==> src/hdl/mcsd_pkg.sv <==
// Package for the multi-chain shift-out driver.
// Request and pulse types, the controller state type and the
// controller/datapath command and status structs. No dependencies.
`default_nettype none

package mcsd_pkg;

    localparam int REQ_TYPE_W   = 2;
    localparam int CHAIN_IDX_W  = 2;
    localparam int BIT_IDX_W    = 5;
    localparam int REG_IDX_W    = 2;
    localparam int BYTE_W       = 8;
    localparam int LANE_W       = 4;

    typedef enum logic [REQ_TYPE_W-1:0] {
        REQ_SET_BIT  = 2'd0,
        REQ_SET_BYTE = 2'd1,
        REQ_SET_ALL  = 2'd2,
        REQ_LOAD     = 2'd3
    } t_req_type;

    typedef enum logic [1:0] {
        ST_IDLE,
        ST_SHIFT,
        ST_LATCH
    } t_state;

    typedef struct packed {
        t_req_type              req_type;
        logic [CHAIN_IDX_W-1:0] chain_index;
        logic [BIT_IDX_W-1:0]   bit_index;
        logic [REG_IDX_W-1:0]   reg_index;
        logic [BYTE_W-1:0]      byte_value;
        logic                   bit_value;
    } t_req;

    typedef struct packed {
        logic [LANE_W-1:0] lane_bits;
        logic              is_latch;
        logic              last;
    } t_pulse;

    // controller -> datapath
    typedef struct packed {
        logic wr;     // apply the accepted write request
        logic start;  // load begins: clear the changed mark
        logic shift;  // emit one shift pulse and rotate the chains
        logic latch;  // emit the latch pulse
    } t_dp_cmd;

    // datapath -> controller
    typedef struct packed {
        logic dirty;
        logic out_free;
    } t_dp_sts;

endpackage

`default_nettype wire

==> src/hdl/mcsd_if.sv <==
// Valid/ready channel interfaces for the shift-out driver.
// Depends on mcsd_pkg.
`default_nettype none

interface mcsd_req_if import mcsd_pkg::*; ();
    logic valid;
    logic ready;
    t_req req;

    modport source (output valid, output req, input ready);
    modport sink   (input valid, input req, output ready);
endinterface

interface mcsd_pulse_if import mcsd_pkg::*; ();
    logic   valid;
    logic   ready;
    t_pulse pulse;

    modport source (output valid, output pulse, input ready);
    modport sink   (input valid, input pulse, output ready);
endinterface

`default_nettype wire

==> src/hdl/mcsd_datapath.sv <==
// Datapath: chain image as rotating shift registers, changed mark and
// the output pulse register. Driven by mcsd_ctrl; depends on mcsd_pkg.
`default_nettype none

module mcsd_datapath import mcsd_pkg::*; #(
    parameter int NUM_CHAINS = 4,
    parameter int NUM_REGS   = 4
) (
    input  wire logic    i_clk,
    input  wire logic    i_rst_n,
    input  wire t_dp_cmd i_cmd,
    input  wire t_req    i_req,
    output t_dp_sts      o_sts,
    output logic         o_pulse_valid,
    output t_pulse       o_pulse,
    input  wire logic    i_pulse_ready
);

    localparam int CHAIN_W = 8 * NUM_REGS;

    // each chain is a flat vector, byte r at [8r+7:8r]; MSB goes out first
    logic [CHAIN_W-1:0] r_chain [NUM_CHAINS];
    logic [CHAIN_W-1:0] n_chain [NUM_CHAINS];
    logic               r_dirty;
    logic               r_out_valid;
    logic [LANE_W-1:0]  r_lane_bits;
    logic               r_is_latch;
    logic [LANE_W-1:0]  w_msb_lanes;
    logic               w_chain_ok;
    logic               w_bit_reg_ok;
    logic               w_byte_reg_ok;
    logic               w_wr_hit;

    assign w_chain_ok    = int'(i_req.chain_index) < NUM_CHAINS;
    assign w_bit_reg_ok  = int'(i_req.bit_index[BIT_IDX_W-1:3]) < NUM_REGS;
    assign w_byte_reg_ok = int'(i_req.reg_index) < NUM_REGS;

    always_comb begin
        unique case (i_req.req_type)
            REQ_SET_BIT:  w_wr_hit = w_chain_ok && w_bit_reg_ok;
            REQ_SET_BYTE: w_wr_hit = w_chain_ok && w_byte_reg_ok;
            REQ_SET_ALL:  w_wr_hit = 1'b1;
            REQ_LOAD:     w_wr_hit = 1'b0;
            default:      w_wr_hit = 1'b0;
        endcase
    end

    always_comb begin
        for (int c = 0; c < NUM_CHAINS; c++) begin
            n_chain[c] = r_chain[c];
            if (i_cmd.shift) begin
                n_chain[c] = {r_chain[c][CHAIN_W-2:0], r_chain[c][CHAIN_W-1]};
            end else if (i_cmd.wr) begin
                unique case (i_req.req_type)
                    REQ_SET_BIT: begin
                        for (int p = 0; p < CHAIN_W; p++) begin
                            if (int'(i_req.chain_index) == c && int'(i_req.bit_index) == p)
                                n_chain[c][p] = i_req.bit_value;
                        end
                    end
                    REQ_SET_BYTE: begin
                        for (int r = 0; r < NUM_REGS; r++) begin
                            if (int'(i_req.chain_index) == c && int'(i_req.reg_index) == r)
                                n_chain[c][8*r +: 8] = i_req.byte_value;
                        end
                    end
                    REQ_SET_ALL: n_chain[c] = {CHAIN_W{i_req.bit_value}};
                    REQ_LOAD:    n_chain[c] = r_chain[c];
                    default:     n_chain[c] = r_chain[c];
                endcase
            end
        end
    end

    generate
        for (genvar j = 0; j < LANE_W; j++) begin : g_lane
            if (j < NUM_CHAINS) begin : g_on
                assign w_msb_lanes[j] = r_chain[j][CHAIN_W-1];
            end else begin : g_off
                assign w_msb_lanes[j] = 1'b0;
            end
        end
    endgenerate

    always_ff @(posedge i_clk) begin
        if (!i_rst_n) begin
            for (int c = 0; c < NUM_CHAINS; c++) r_chain[c] <= '0;
            r_dirty     <= 1'b0;
            r_out_valid <= 1'b0;
        end else begin
            for (int c = 0; c < NUM_CHAINS; c++) r_chain[c] <= n_chain[c];
            if (i_cmd.start)
                r_dirty <= 1'b0;
            else if (i_cmd.wr && w_wr_hit)
                r_dirty <= 1'b1;
            if (i_cmd.shift || i_cmd.latch)
                r_out_valid <= 1'b1;
            else if (i_pulse_ready)
                r_out_valid <= 1'b0;
        end
    end

    always_ff @(posedge i_clk) begin
        if (i_cmd.shift) begin
            r_lane_bits <= w_msb_lanes;
            r_is_latch  <= 1'b0;
        end else if (i_cmd.latch) begin
            r_lane_bits <= '0;
            r_is_latch  <= 1'b1;
        end
    end

    assign o_sts.dirty    = r_dirty;
    assign o_sts.out_free = !r_out_valid || i_pulse_ready;

    assign o_pulse_valid   = r_out_valid;
    assign o_pulse.lane_bits = r_lane_bits;
    assign o_pulse.is_latch  = r_is_latch;
    assign o_pulse.last      = r_is_latch;

    a_latch_no_data: assert property (@(posedge i_clk) disable iff (!i_rst_n)
        r_out_valid && r_is_latch |-> r_lane_bits == '0)
        else $error("latch pulse carries data bits");

    a_start_clears: assert property (@(posedge i_clk) disable iff (!i_rst_n)
        i_cmd.start |=> !r_dirty)
        else $error("changed mark survived a load");

    a_write_marks: assert property (@(posedge i_clk) disable iff (!i_rst_n)
        i_cmd.wr && w_wr_hit && !i_cmd.start |=> r_dirty)
        else $error("write did not mark image changed");

    a_emit_when_free: assert property (@(posedge i_clk) disable iff (!i_rst_n)
        (i_cmd.shift || i_cmd.latch) |-> o_sts.out_free)
        else $error("pulse issued over an unaccepted pulse");

endmodule

`default_nettype wire

==> src/hdl/mcsd_ctrl.sv <==
// Controller FSM: request handshake, load sequencing and pulse counter.
// Drives mcsd_datapath through t_dp_cmd; depends on mcsd_pkg.
`default_nettype none

module mcsd_ctrl import mcsd_pkg::*; #(
    parameter int NUM_REGS = 4
) (
    input  wire logic      i_clk,
    input  wire logic      i_rst_n,
    input  wire logic      i_req_valid,
    input  wire t_req_type i_req_type,
    output logic           o_req_ready,
    input  wire t_dp_sts   i_sts,
    output t_dp_cmd        o_cmd
);

    localparam int                NUM_BITS = 8 * NUM_REGS;
    localparam int                CNT_W    = $clog2(NUM_BITS);
    localparam logic [CNT_W-1:0]  LAST_CNT = CNT_W'(NUM_BITS - 1);

    t_state           r_state, n_state;
    logic [CNT_W-1:0] r_cnt, n_cnt;
    logic             w_accept;

    always_ff @(posedge i_clk) begin
        if (!i_rst_n) begin
            r_state <= ST_IDLE;
            r_cnt   <= '0;
        end else begin
            r_state <= n_state;
            r_cnt   <= n_cnt;
        end
    end

    assign w_accept = i_req_valid && o_req_ready;

    always_comb begin
        n_state     = r_state;
        n_cnt       = r_cnt;
        o_req_ready = 1'b0;
        o_cmd       = '0;
        unique case (r_state)
            ST_IDLE: begin
                o_req_ready = 1'b1;
                if (w_accept) begin
                    if (i_req_type == REQ_LOAD) begin
                        // load of an unchanged image is dropped
                        if (i_sts.dirty) begin
                            o_cmd.start = 1'b1;
                            n_cnt       = '0;
                            n_state     = ST_SHIFT;
                        end
                    end else begin
                        o_cmd.wr = 1'b1;
                    end
                end
            end
            ST_SHIFT: begin
                if (i_sts.out_free) begin
                    o_cmd.shift = 1'b1;
                    n_cnt       = r_cnt + 1'b1;
                    if (r_cnt == LAST_CNT)
                        n_state = ST_LATCH;
                end
            end
            ST_LATCH: begin
                if (i_sts.out_free) begin
                    o_cmd.latch = 1'b1;
                    n_state     = ST_IDLE;
                end
            end
            default: n_state = ST_IDLE;
        endcase
    end

    a_busy_not_ready: assert property (@(posedge i_clk) disable iff (!i_rst_n)
        r_state != ST_IDLE |-> !o_req_ready && !o_cmd.wr)
        else $error("request taken during a load");

    a_shift_to_latch: assert property (@(posedge i_clk) disable iff (!i_rst_n)
        r_state == ST_SHIFT && r_cnt == LAST_CNT && i_sts.out_free |=> r_state == ST_LATCH)
        else $error("latch does not follow the last shift");

    a_latch_to_idle: assert property (@(posedge i_clk) disable iff (!i_rst_n)
        o_cmd.latch |=> r_state == ST_IDLE)
        else $error("load did not end after latch");

    a_one_cmd: assert property (@(posedge i_clk) disable iff (!i_rst_n)
        $onehot0({o_cmd.wr, o_cmd.start, o_cmd.shift, o_cmd.latch}))
        else $error("conflicting datapath commands");

endmodule

`default_nettype wire

==> src/hdl/multi_chain_shift_out_driver.sv <==
// Channel   Dir  Modport               Payload
// i_req     in   mcsd_req_if.sink      t_req: type, chain, bit, reg, byte, bit value
// o_pulse   out  mcsd_pulse_if.source  t_pulse: lane_bits, is_latch, last
//
// A write request (set bit, set byte, set all) is applied when it is taken.
// A load of a changed image holds i_req.ready low while it issues 8*NUM_REGS shift
// pulses and one latch pulse, one per cycle through the output register while o_pulse
// is not stalled; the pulses start once the controller has moved from ST_IDLE to ST_SHIFT.
// A load of an unchanged image is taken and gives no pulse.
// A stalled o_pulse holds the sequence; reset (sync, active low) clears image.
// Top level of the multi-chain shift-out driver; depends on mcsd_pkg,
// mcsd_if, mcsd_ctrl and mcsd_datapath.
`default_nettype none

module multi_chain_shift_out_driver import mcsd_pkg::*; #(
    parameter int NUM_CHAINS = 4,
    parameter int NUM_REGS   = 4
) (
    input  wire logic    i_clk,
    input  wire logic    i_rst_n,
    mcsd_req_if.sink     i_req,
    mcsd_pulse_if.source o_pulse
);

    t_dp_cmd w_cmd;
    t_dp_sts w_sts;

    mcsd_ctrl #(
        .NUM_REGS (NUM_REGS)
    ) u_ctrl (
        .i_clk       (i_clk),
        .i_rst_n     (i_rst_n),
        .i_req_valid (i_req.valid),
        .i_req_type  (i_req.req.req_type),
        .o_req_ready (i_req.ready),
        .i_sts       (w_sts),
        .o_cmd       (w_cmd)
    );

    mcsd_datapath #(
        .NUM_CHAINS (NUM_CHAINS),
        .NUM_REGS   (NUM_REGS)
    ) u_datapath (
        .i_clk         (i_clk),
        .i_rst_n       (i_rst_n),
        .i_cmd         (w_cmd),
        .i_req         (i_req.req),
        .o_sts         (w_sts),
        .o_pulse_valid (o_pulse.valid),
        .o_pulse       (o_pulse.pulse),
        .i_pulse_ready (o_pulse.ready)
    );

endmodule

`default_nettype wire

==> src/flat_wrapper.sv <==
// flat-port wrapper written by rule: the top's interface ports become plain ports
module multi_chain_shift_out_driver_flat import mcsd_pkg::*;
#(
    parameter int NUM_CHAINS = 4,
    parameter int NUM_REGS   = 4
)
  (i_clk, i_rst_n, i_req_valid, i_req_req, i_req_ready, o_pulse_valid, o_pulse_pulse, o_pulse_ready);
  mcsd_req_if i_req_i ();
  mcsd_pulse_if o_pulse_i ();
  input  wire logic i_clk;
  input  wire logic i_rst_n;
  input wire logic [$bits(i_req_i.valid)-1:0] i_req_valid;
  input wire logic [$bits(i_req_i.req)-1:0] i_req_req;
  output wire logic [$bits(i_req_i.ready)-1:0] i_req_ready;
  output wire logic [$bits(o_pulse_i.valid)-1:0] o_pulse_valid;
  output wire logic [$bits(o_pulse_i.pulse)-1:0] o_pulse_pulse;
  input wire logic [$bits(o_pulse_i.ready)-1:0] o_pulse_ready;
  assign i_req_i.valid = i_req_valid;
  assign i_req_i.req = i_req_req;
  assign i_req_ready = i_req_i.ready;
  assign o_pulse_valid = o_pulse_i.valid;
  assign o_pulse_pulse = o_pulse_i.pulse;
  assign o_pulse_i.ready = o_pulse_ready;
  multi_chain_shift_out_driver #(.NUM_CHAINS(NUM_CHAINS), .NUM_REGS(NUM_REGS)) u_core (.i_clk(i_clk), .i_rst_n(i_rst_n), .i_req(i_req_i), .o_pulse(o_pulse_i));
endmodule
==> config.mk <==
export PLATFORM = sky130hd
export DESIGN_NAME = multi_chain_shift_out_driver_flat
export DESIGN_NICKNAME = d
export VERILOG_FILES = /design/src/hdl/mcsd_pkg.sv /design/src/hdl/mcsd_if.sv /design/src/hdl/mcsd_datapath.sv /design/src/hdl/mcsd_ctrl.sv /design/src/hdl/multi_chain_shift_out_driver.sv /design/src/flat_wrapper.sv
export SDC_FILE = /design/constraint.sdc
export NUM_CORES = 1
export LEC_CHECK = 0
export ABC_AREA = 1
export BUFFER_PORTS_ARGS = -buffer_cell sky130_fd_sc_hd__buf_4
export CORE_MARGIN = 2
export CORE_UTILIZATION = 40
export DETAILED_ROUTE_END_ITERATION = 10
export GPL_ROUTABILITY_DRIVEN = 1
export MAX_ROUTING_LAYER = met4
export PLACE_DENSITY_LB_ADDON = 0.05
export SLEW_MARGIN = 20
export SYNTH_ARGS = -nofsm -noshare
export SYNTH_HDL_FRONTEND = slang
export SYNTH_HIERARCHICAL = 1
export SYNTH_SLANG_ARGS = --single-unit
==> constraint.sdc <==
create_clock -name i_clk -period 2.4 [get_ports i_clk]
set_input_delay 0.48 -clock i_clk [delete_from_list [all_inputs] [get_ports i_clk]]
set_output_delay 0.48 -clock i_clk [all_outputs]
set_load 0.02 [all_outputs]
==> results.cfg, run 1 <==
[run_status]
status = finished, final reports clean

[floorplanning]
die_h_um = 155
io_pins = 32
coreArea_um2 = 22400
die_w_um = 155
dieArea_um2 = 23900
initial_core_util = 0.404
rows = 55

[final_layout]
syn2layout_area_growth_pct = 15.4
postLayoutCoreUtil = 0.466
n_fill_cell = 2481
fin_nets = 1616
antenna_cells = 0
drive_above_1_share = 0.106
layoutNonFillerInstCount = 1885

[power]
vdd_drop_max_uv = 410
seqPwrFrac = 0.351
p_per_area_nw_per_um2 = 780
intPower_mw = 5.28
swShare = 0.353
netSwitchingPower_mw = 2.88
comb_power_share = 0.299
p_leak_nw = 5.47
p_clk_frac = 0.350

[clock_network]
cts_buffers = 17
cts_tree = yes
clock_latency_ns = 0.44
clock_path_buffers = 2
ctsHtreeMaxLevel = 4
clk_pin_slew_ns = 0.06
ctsResizeCount = 0
clock-sinks = 142
cts_hold_buf = 0
clockRootBuffer = clkbuf_16
cts_setup_buffers = 0

[route]
wl_met2_um = 13500
num_vias = 9719
post_drt_via_cell_ratio = 5.16
wl_met3_um = 1310
drtIter0Drc = 727
wire_per_inst_um = 15.6
drtPass1Iterations = 5
ant_nets = 0
drc = 0
wl_met1_um = 14100
routed_wl_um = 29300
top_layer = met4

[timing]
setup_slack_ns = 0.261
final-setup-viol-count = 0
max_freq_mhz = 468
finalCritPeriodShare = 0.891
rsz0062_at_grt = no
fin_skew_ns = 0.0196
slew_headroom = 0.463
period_needed_ns = 2.14
hold_viol = 0
finalSetupTns_ns = 0
worst_slew_pin_slew_ns = 0.804
slew_violations = 0

[setup_path]
critPathRequiredTime_ns = 2.73
path_max_fanout = 16
cp-start-kind = flip-flop
reg2reg_depth = 9
end_kind = flip-flop
startpoint = u_core/u_ctrl/r_state[1]
crit_type = reg -> reg
arrival_ns = 2.47
r2r_start = u_core/u_ctrl/r_state[1]

[worst_hold_path]
worstHoldStart = o_pulse_ready
whs_path_depth = 4
worstHoldPathType = in -> reg

[synthesis]
synth_area_um2 = 9070
synthCells = 1570
async_flop_share = 0
ys_seq_area_frac = 0.318
synth-edff-count = 4
synth_common_cells = nand2_1, nor2_1, nand3_1
synth-main-ff-cell = dfxtp_1
synth.most_common_cell = nand2_1
yosys.area.top_type = dfxtp_1
synth_top_cell_area_share = 0.305
avgSynthCellArea_um2 = 5.78
synth_seq_cells = 142
ys_warn_count = 6
synth.distinct_cells = 29
synth.area.top_cells = dfxtp_1, nand2_1, nand3_1
synth_nets = 1598

[global_routing]
gr-total-overflow = 0
grt_pass1_vias = 8780
grt_usage = 0.259
grt_pass1_wl_um = 47700
grt_max_degree = 87
antenna_found_initial = 0

[placement]
dpl_worst_slack_ns = 0.0638
dp.cells = 1854
dp_hpwl_um = 17500
gp_congestion = 0.822
portBuffers = 31

[job]
cap_viol_max_count = 0
[final cells by class]
type,instances,area [um^2],area share
Timing Repair Buffer,99,868,0.0830
Tap cell,285,357,0.0341
Inverter,160,601,0.0574
Clock buffer,22,485,0.0464
Sequential cell,142,2880,0.275
Multi-Input combinational cell,1168,5140,0.491
Clock inverter,9,133,0.0127
[routing by layer]
| metal | up-vias | GRT usage |
|---|---|---|
| li1 | 4993 | - |
| met1 | 4478 | 0.339 |
| met2 | 219 | 0.420 |
| met3 | 29 | 0.0392 |
| met4 | 0 | 0.0666 |
| met5 | - | - |
[power by group through the flow]
stage | Clock [mW] | Sequential, mW | Combinational, mW
floorplan | 0 | 2.89 | 1.71
global placement | 0 | 2.91 | 2.42
detailed placement | 0 | 2.91 | 2.43
CTS | 2.91 | 2.86 | 2.44
global route | 3.01 | 2.90 | 2.75
finish | 2.86 | 2.86 | 2.44
[per-stage QoR]
| step | hold slack (ns) | cell area (um^2) | total power, mW |
|---|---|---|---|
| final | 0.333 | 10500 | 8.16 |
| after global routing | 0.349 | 10500 | 8.65 |
| after CTS | 0.316 | 10500 | 8.22 |
| after detailed placement | 0.458 | 9850 | 5.34 |
| after global placement | 0.452 | 9850 | 5.33 |
| after floorplan | 0.439 | 9070 | 4.61 |
[critical path: stages, from the launching register on]
cell	delay, ns
dfxtp_1	0.46
nor2_2	0.11
inv_2	0.10
nor2_4	0.06
buf_4	0.17
a21oi_4	0.62
a21oi_2	0.05
buf_4	0.23
a21oi_1	0.17
nor2_1	0.06
[placed cells by master (no fill, tap or decap)]
cell type	netlist	layout
nand2_1	440	440
nor2_1	283	282
nand3_1	237	237
inv_1	154	154
dfxtp_1	138	138
a21oi_1	132	132
buf_4	12	89
nand4_1	25	25
clkbuf_16	0	18
a21oi_2	16	16
nand2_2	11	11
buf_12	0	10
inv_2	5	5
nor2_4	4	5
nor2_2	4	4
nor3_1	4	4
ha_1	4	4
edfxtp_1	4	4
bufinv_16	0	3
clkbuf_1	46	2
clkinvlp_4	0	2
clkinv_2	0	2
clkbuf_8	0	2
clkinv_4	0	2
nor4_1	1	1
o21ai_0	1	1
or2_1	1	1
nand3b_1	1	1
o21bai_1	1	1
xor2_1	1	1
a21oi_4	1	1
clkinv_1	1	1
a31oi_1	1	1
[cell families (layout without fill, tap and decap cells)]
family                     after synthesis  count (layout)  share of synthesized area
DFF                                    142             142                      0.318
AOI/OAI and AO/OA                      152             152                     0.0922
buffers and inverters                  260             290                      0.116
adders and majority gates                4               4                    0.00552
xor gates and xnor gates                 1               1                   0.000966
and+or+nand+nor                       1011            1011                      0.467
[registers in the layout, summed over array words and instances, names as in the netlist]
name	cells
u_core/u_datapath/r_chain	128
u_core/u_datapath/r_dirty	1
u_core/u_ctrl/r_state	2
u_core/u_datapath/r_is_latch	1
u_core/u_ctrl/r_cnt	5
u_core/u_datapath/o_pulse_valid	1
u_core/u_datapath/r_lane_bits	4
[path summary, 6_finish.rpt]
path | slack (ns) | end
worst max-delay path | 0.26 | u_core/u_datapath/r_chain[0][1]
worst min-delay path | 0.33 | u_core/u_datapath/o_pulse_valid
worst max register to register | 0.26 | u_core/u_datapath/r_chain[0][1]
worst min register to register | 0.46 | u_core/u_ctrl/r_cnt[3]
Note: power is estimated with default switching activity, not from simulation.
==> run 2, diff against run 1 <==
- BUFFER_PORTS_ARGS: -buffer_cell sky130_fd_sc_hd__buf_4 -> unset
- DONT_BUFFER_PORTS: unset -> 1
==> run 2 against run 1 <==
Clock power is 8.4% lower. First-iteration DRC count is 0.41% higher. Final cell count is 2.2% lower. Via count is 1.7% lower. Highest routed layer unchanged.
==> results.cfg, run 2 (synthesis results as in run 1) <==
[setup_path]
r2r_start = u_core/u_ctrl/r_state[0]
cpMaxStageDelayCell = dfxtp_1
path_max_fanout = 16
rrSetupSlack_ns = 0.1
cp_cell_sequence = inv_2, nor2_2, inv_2, nor2_4, inv_1, nand3_1, buf_4, nand2_2, nor2_1, nand3_1, nand2_1, nor2_1
critPathMaxStageDelay_ns = 0.44
cp_num_buf_inv = 4
critPathRequiredTime_ns = 2.71
cp-endpoint = u_core/u_datapath/r_chain[2][8]
arrival_ns = 2.62
cp_top_family = simple AND/OR/NAND/NOR gates
startpoint = u_core/u_ctrl/r_state[0]
worstReg2RegEnd = u_core/u_datapath/r_chain[2][8]
reg2reg_depth = 12
crit_cells = 12
cp-start-kind = flip-flop
crit_type = reg -> reg
end_kind = flip-flop

[route]
post_drt_via_cell_ratio = 5.18
wl_met3_um = 1010
wl_met2_um = 13500
ant_nets = 0
drtPass1Iterations = 5
top_layer = met4
routed_wl_um = 28800
wire_per_inst_um = 15.6
drtIter0Drc = 730
drc = 0
wl_met1_um = 13900
num_vias = 9554

[final_layout]
reg_top3 = u_core/u_datapath/r_chain x128, u_core/u_ctrl/r_cnt x5, u_core/u_datapath/r_lane_bits x4
postLayoutCoreUtil = 0.447
multi_input_area_um2 = 5140
register_area_um2 = 2880
drive_above_1_share = 0.0828
fin_area_um2 = 10000
antenna_cells = 0
final_common_cell = nand2_1
largest_reg_flops = 128
n_fill_cell = 2461
fin_nets = 1573
syn2layout_area_growth_pct = 10.5
largest_register = u_core/u_datapath/r_chain
mostFrequentLayoutCells = nand2_1, nor2_1, nand3_1

[clock_network]
clock_path_buffers = 2
clock-sinks = 142
cts_buffers = 17
cts_setup_buffers = 0
ctsHtreeMaxLevel = 4
clockRootBuffer = clkbuf_16
clock_latency_ns = 0.42
clk_pin_slew_ns = 0.06
cts_tree = yes
cts_hold_buf = 0

[timing]
final-setup-viol-count = 0
hold_viol = 0
period_needed_ns = 2.30
rsz0062_at_grt = yes
slew_violations = 0
finalSetupTns_ns = 0
fin_skew_ns = 0.00929
worst_slew_pin_slew_ns = 0.769
whs_ns = 0.178
finalCritPeriodShare = 0.960
slew_headroom = 0.487
max_freq_mhz = 434

[placement]
dpl_cell_area_um2 = 9450
gp_congestion = 0.829
dp_hpwl_um = 17100
portBuffers = 0

[power]
p_leak_nw = 5.22
vdd_drop_max_uv = 436
p_per_area_nw_per_um2 = 768

[floorplanning]
die_w_um = 155
io_pins = 32
initial_core_util = 0.404
dieArea_um2 = 23900
die_h_um = 155
coreArea_um2 = 22400
rows = 55

[global_routing]
grt_pass1_vias = 8685
grt_max_degree = 135
grt_usage = 0.252
gr-total-overflow = 0
grt_pass1_wl_um = 46800
antenna_found_initial = 0

[run_status]
status = finished, final reports clean

[worst_hold_path]
worstHoldPathType = in -> reg

[job]
cap_viol_max_count = 0
run 2: cell count changes in the layout (fill, tap and decap cells not counted), sizes merged:
cell and delta:
inv +3, clkinvlp +1, buf -43, clkinv +2, bufinv -2, clkbuf -3
run 2: layer usage:
metal / GRT usage / up-vias
li1: - / 4903
met1: 0.332 / 4452
met2: 0.418 / 173
met3: 0.0311 / 26
met4: 0.0551 / 0
met5: - / -
run 2: stage by stage:
stage,total power [mW],worst slack (ns),std cells
after global routing,8.18,-0.0887,1843
after CTS,7.79,0.0998,1843
final,7.70,0.0953,1843
after detailed placement,5.12,0.137,1811
after floorplan,4.61,0.394,1570
after global placement,5.11,0.141,1811
run 2: layout make-up:
type | instances | area share
clock buffer | 19 | 0.0453
clock inverter | 13 | 0.0112
inverter | 160 | 0.0599
multi-input combinational | 1168 | 0.513
sequential | 142 | 0.288
tap | 285 | 0.0356
timing repair buffer | 56 | 0.0470
run 2: what timing repair did:
| action | in CTS | in global routing |
|---|---|---|
| endpoints found under the hold margin | 0 | 0 |
| resized for setup | 0 | 1 |
| setup endpoints to repair | 0 | 37 |
run 2: how the worst min path moves through the flow:
stage                                start                endpoint  slack (ns)  depth (start not counted)
finish                             i_rst_n  u_core/u_ctrl/r_cnt[2]        0.18                          2
global route                       i_rst_n  u_core/u_ctrl/r_cnt[2]        0.17                          2
CTS                                i_rst_n  u_core/u_ctrl/r_cnt[2]        0.17                          2
detailed placement  u_core/u_ctrl/r_cnt[3]  u_core/u_ctrl/r_cnt[3]        0.46                          2
global placement    u_core/u_ctrl/r_cnt[3]  u_core/u_ctrl/r_cnt[3]        0.46                          2
floorplan           u_core/u_ctrl/r_cnt[3]  u_core/u_ctrl/r_cnt[3]        0.44                          2
run 2: worst reg2reg max path, stage by stage (launching register included):
cell	delay (ns)
dfxtp_1	0.44
inv_2	0.07
nor2_2	0.15
inv_2	0.08
nor2_4	0.22
inv_1	0.12
nand3_1	0.10
buf_4	0.20
nand2_2	0.30
nor2_1	0.30
nand3_1	0.10
nand2_1	0.06
nor2_1	0.05
run 2: where the power goes:
part | internal [mW] | switching [mW] | total, mW
logic | 0.712 | 1.45 | 2.16
registers | 2.70 | 0.212 | 2.91
clock network | 1.49 | 1.13 | 2.62
==> run 3, diff against run 2 <==
- ABC_AREA: 1 -> unset
- CTS_CLUSTER_SIZE: unset -> 24
==> run 3 against run 2 <==
Via count fell by 20%. Final cell count fell by 37%. Highest routed layer unchanged. Power fell by 20%. Sequential share of layout area rose by 1.8 points. Critical path depth fell by 5. Critical path type unchanged. Hold slack improved by 0.041 ns. Global-route usage fell by 0.70 points. Clock skew rose by 0.00055 ns. Sequential cell count did not move. Core utilization rose by 0.22 points. Maximum frequency rose by 6.3%.
==> results.cfg, run 3 <==
[final_layout]
fin_nets = 908
postLayoutCoreUtil = 0.449
largest_reg_flops = 128
drive_above_1_share = 0.137
syn2layout_area_growth_pct = 9.86
reg_top3 = u_core/u_datapath/r_chain x128, u_core/u_ctrl/r_cnt x5, u_core/u_datapath/r_lane_bits x4
n_fill_cell = 2024
antenna_cells = 0
mostFrequentLayoutCells = dfxtp_1, nor2_1, a21oi_1
largest_register = u_core/u_datapath/r_chain
final_common_cell = dfxtp_1

[timing]
final-setup-viol-count = 0
finalSetupTns_ns = 0
period_needed_ns = 2.17
whs_ns = 0.219
finalCritPeriodShare = 0.903
worst_slew_pin_slew_ns = 0.547
max_freq_mhz = 461
rsz0062_at_grt = no
fin_skew_ns = 0.00984
slew_violations = 0
slew_headroom = 0.634
hold_viol = 0

[global_routing]
grt_use_met1 = 0.315
busiest_layer = met2
antenna_found_initial = 0
grt_usage = 0.245
grt_use_met3 = 0.0455
gr-total-overflow = 0
grt_pass1_wl_um = 41600
met2_usage = 0.394
grt_max_degree = 149
grt_pass1_vias = 7363

[placement]
gp_congestion = 0.778
portBuffers = 0
dp_hpwl_um = 15400

[route]
wire_per_inst_um = 22.9
ant_nets = 0
drtPass1Iterations = 5
num_vias = 7621
drc = 0
drtIter0Drc = 576
post_drt_via_cell_ratio = 6.54
routed_wl_um = 26800

[clock_network]
clock-sinks = 142
clockRootBuffer = clkbuf_16
cts_setup_buffers = 0
cts_tree = yes
ctsHtreeMaxLevel = 4
clock_latency_ns = 0.42
cts_buffers = 17
clock_path_buffers = 2
clk_pin_slew_ns = 0.06
ctsResizeCount = 0
cts_hold_buf = 0

[floorplanning]
die_w_um = 151
io_pins = 32
die_h_um = 151
coreArea_um2 = 21000
initial_core_util = 0.408
dieArea_um2 = 22700
rows = 53

[synthesis]
synth_area_um2 = 8590
synth.distinct_cells = 57
synth_seq_cells = 142
synth-edff-count = 4
synth_common_cells = dfxtp_1, nor2_1, a21oi_1
avgSynthCellArea_um2 = 9.29
synth_nets = 952
synth.most_common_cell = dfxtp_1
ys_warn_count = 6
ys_seq_area_frac = 0.336
async_flop_share = 0
synth_top_cell_area_share = 0.322
synth.area.top_cells = dfxtp_1, a2111o_1, o211a_1
synthCells = 924
yosys.area.top_type = dfxtp_1
synth-main-ff-cell = dfxtp_1

[power]
comb_power_share = 0.181
total_power_mw = 6.18
p_per_area_nw_per_um2 = 655
netSwitchingPower_mw = 1.78
vdd_drop_max_uv = 395
swShare = 0.289
p_clk_frac = 0.392
seqPwrFrac = 0.428
p_leak_nw = 4.50
intPower_mw = 4.40

[worst_hold_path]
holdPathEnd = u_core/u_datapath/r_chain[1][2]
worstHoldPathType = in -> reg
whs_path_depth = 1
worstHoldStart = i_rst_n

[setup_path]
end_kind = flip-flop
r2r_start = u_core/u_ctrl/r_state[0]
worstReg2RegEnd = u_core/u_datapath/r_chain[1][21]
critPathRequiredTime_ns = 2.71
path_max_fanout = 74
arrival_ns = 2.48
rrSetupSlack_ns = 0.23
cp-start-kind = flip-flop
reg2reg_depth = 7
crit_type = reg -> reg

[job]
cap_viol_max_count = 0

[run_status]
status = finished, final reports clean
-- run 3: layout make-up --
type                       instances  area [um^2]  area share
tap                              275          344      0.0365
inverter                           5         23.8     0.00252
timing repair buffer              51          546      0.0578
clock inverter                     6         38.8     0.00411
sequential                       142         2880       0.306
multi-input combinational        663         5120       0.542
clock buffer                      24          482      0.0511
-- run 3: logic make-up (layout without fill, tap and decap cells) --
family | Yosys count | count (layout) | share of synthesized area
flops | 142 | 142 | 0.336
mux | 20 | 20 | 0.0233
simple gates | 234 | 234 | 0.161
buf+inv | 119 | 86 | 0.0695
compound gates | 404 | 404 | 0.403
xor+xnor | 1 | 1 | 0.00102
fa+ha+maj | 4 | 4 | 0.00583
-- run 3: per-stage QoR --
| stage | worst slack [ns] | cell area [um^2] | instances |
|---|---|---|---|
| 2_1_floorplan | 0.0170 | 8590 | 924 |
| 3_3_place_gp | 0.199 | 8910 | 1136 |
| 3_5_place_dp | 0.169 | 8910 | 1136 |
| 4_1_cts | 0.225 | 9430 | 1166 |
| 5_1_grt | 0.110 | 9430 | 1166 |
| 6_report | 0.232 | 9430 | 1166 |
-- run 3: worst max-delay path by stage --
stage	from	end	slack (ns)	cells after the start
6_report	u_core/u_ctrl/r_state[0]	u_core/u_datapath/r_chain[1][21]	0.23	7
4_1_cts	u_core/u_ctrl/r_state[0]	u_core/u_datapath/r_chain[3][9]	0.23	7
5_1_grt	u_core/u_ctrl/r_state[0]	u_core/u_datapath/r_chain[2][10]	0.11	7
3_5_place_dp	o_pulse_ready	u_core/u_datapath/r_chain[0][24]	0.17	8
2_1_floorplan	u_core/u_ctrl/r_state[1]	u_core/u_datapath/r_chain[0][13]	0.02	10
3_3_place_gp	o_pulse_ready	u_core/u_datapath/r_chain[2][16]	0.20	8
-- run 3: per-layer routing --
layer  up-vias  wire (um)
li1       3515          -
met1      3869      12200
met2       204      12700
met3        33       1340
met4         0        463
met5         -          0
-- run 3: critical path: stages (launching register included) --
cell,delay [ns]
dfxtp_1,0.54
nand3b_4,0.16
clkinv_4,0.13
buf_12,0.30
nor2_1,0.09
buf_4,0.25
a2111o_1,0.44
o211a_1,0.13
-- run 3: power by group through the flow --
stage | Sequential (mW) | Clock, mW | Combinational (mW)
floorplan | 2.65 | 0 | 0.861
global placement | 2.68 | 0 | 1.07
detailed placement | 2.69 | 0 | 1.10
CTS | 2.64 | 2.48 | 1.11
global route | 2.66 | 2.58 | 1.21
finish | 2.64 | 2.42 | 1.12
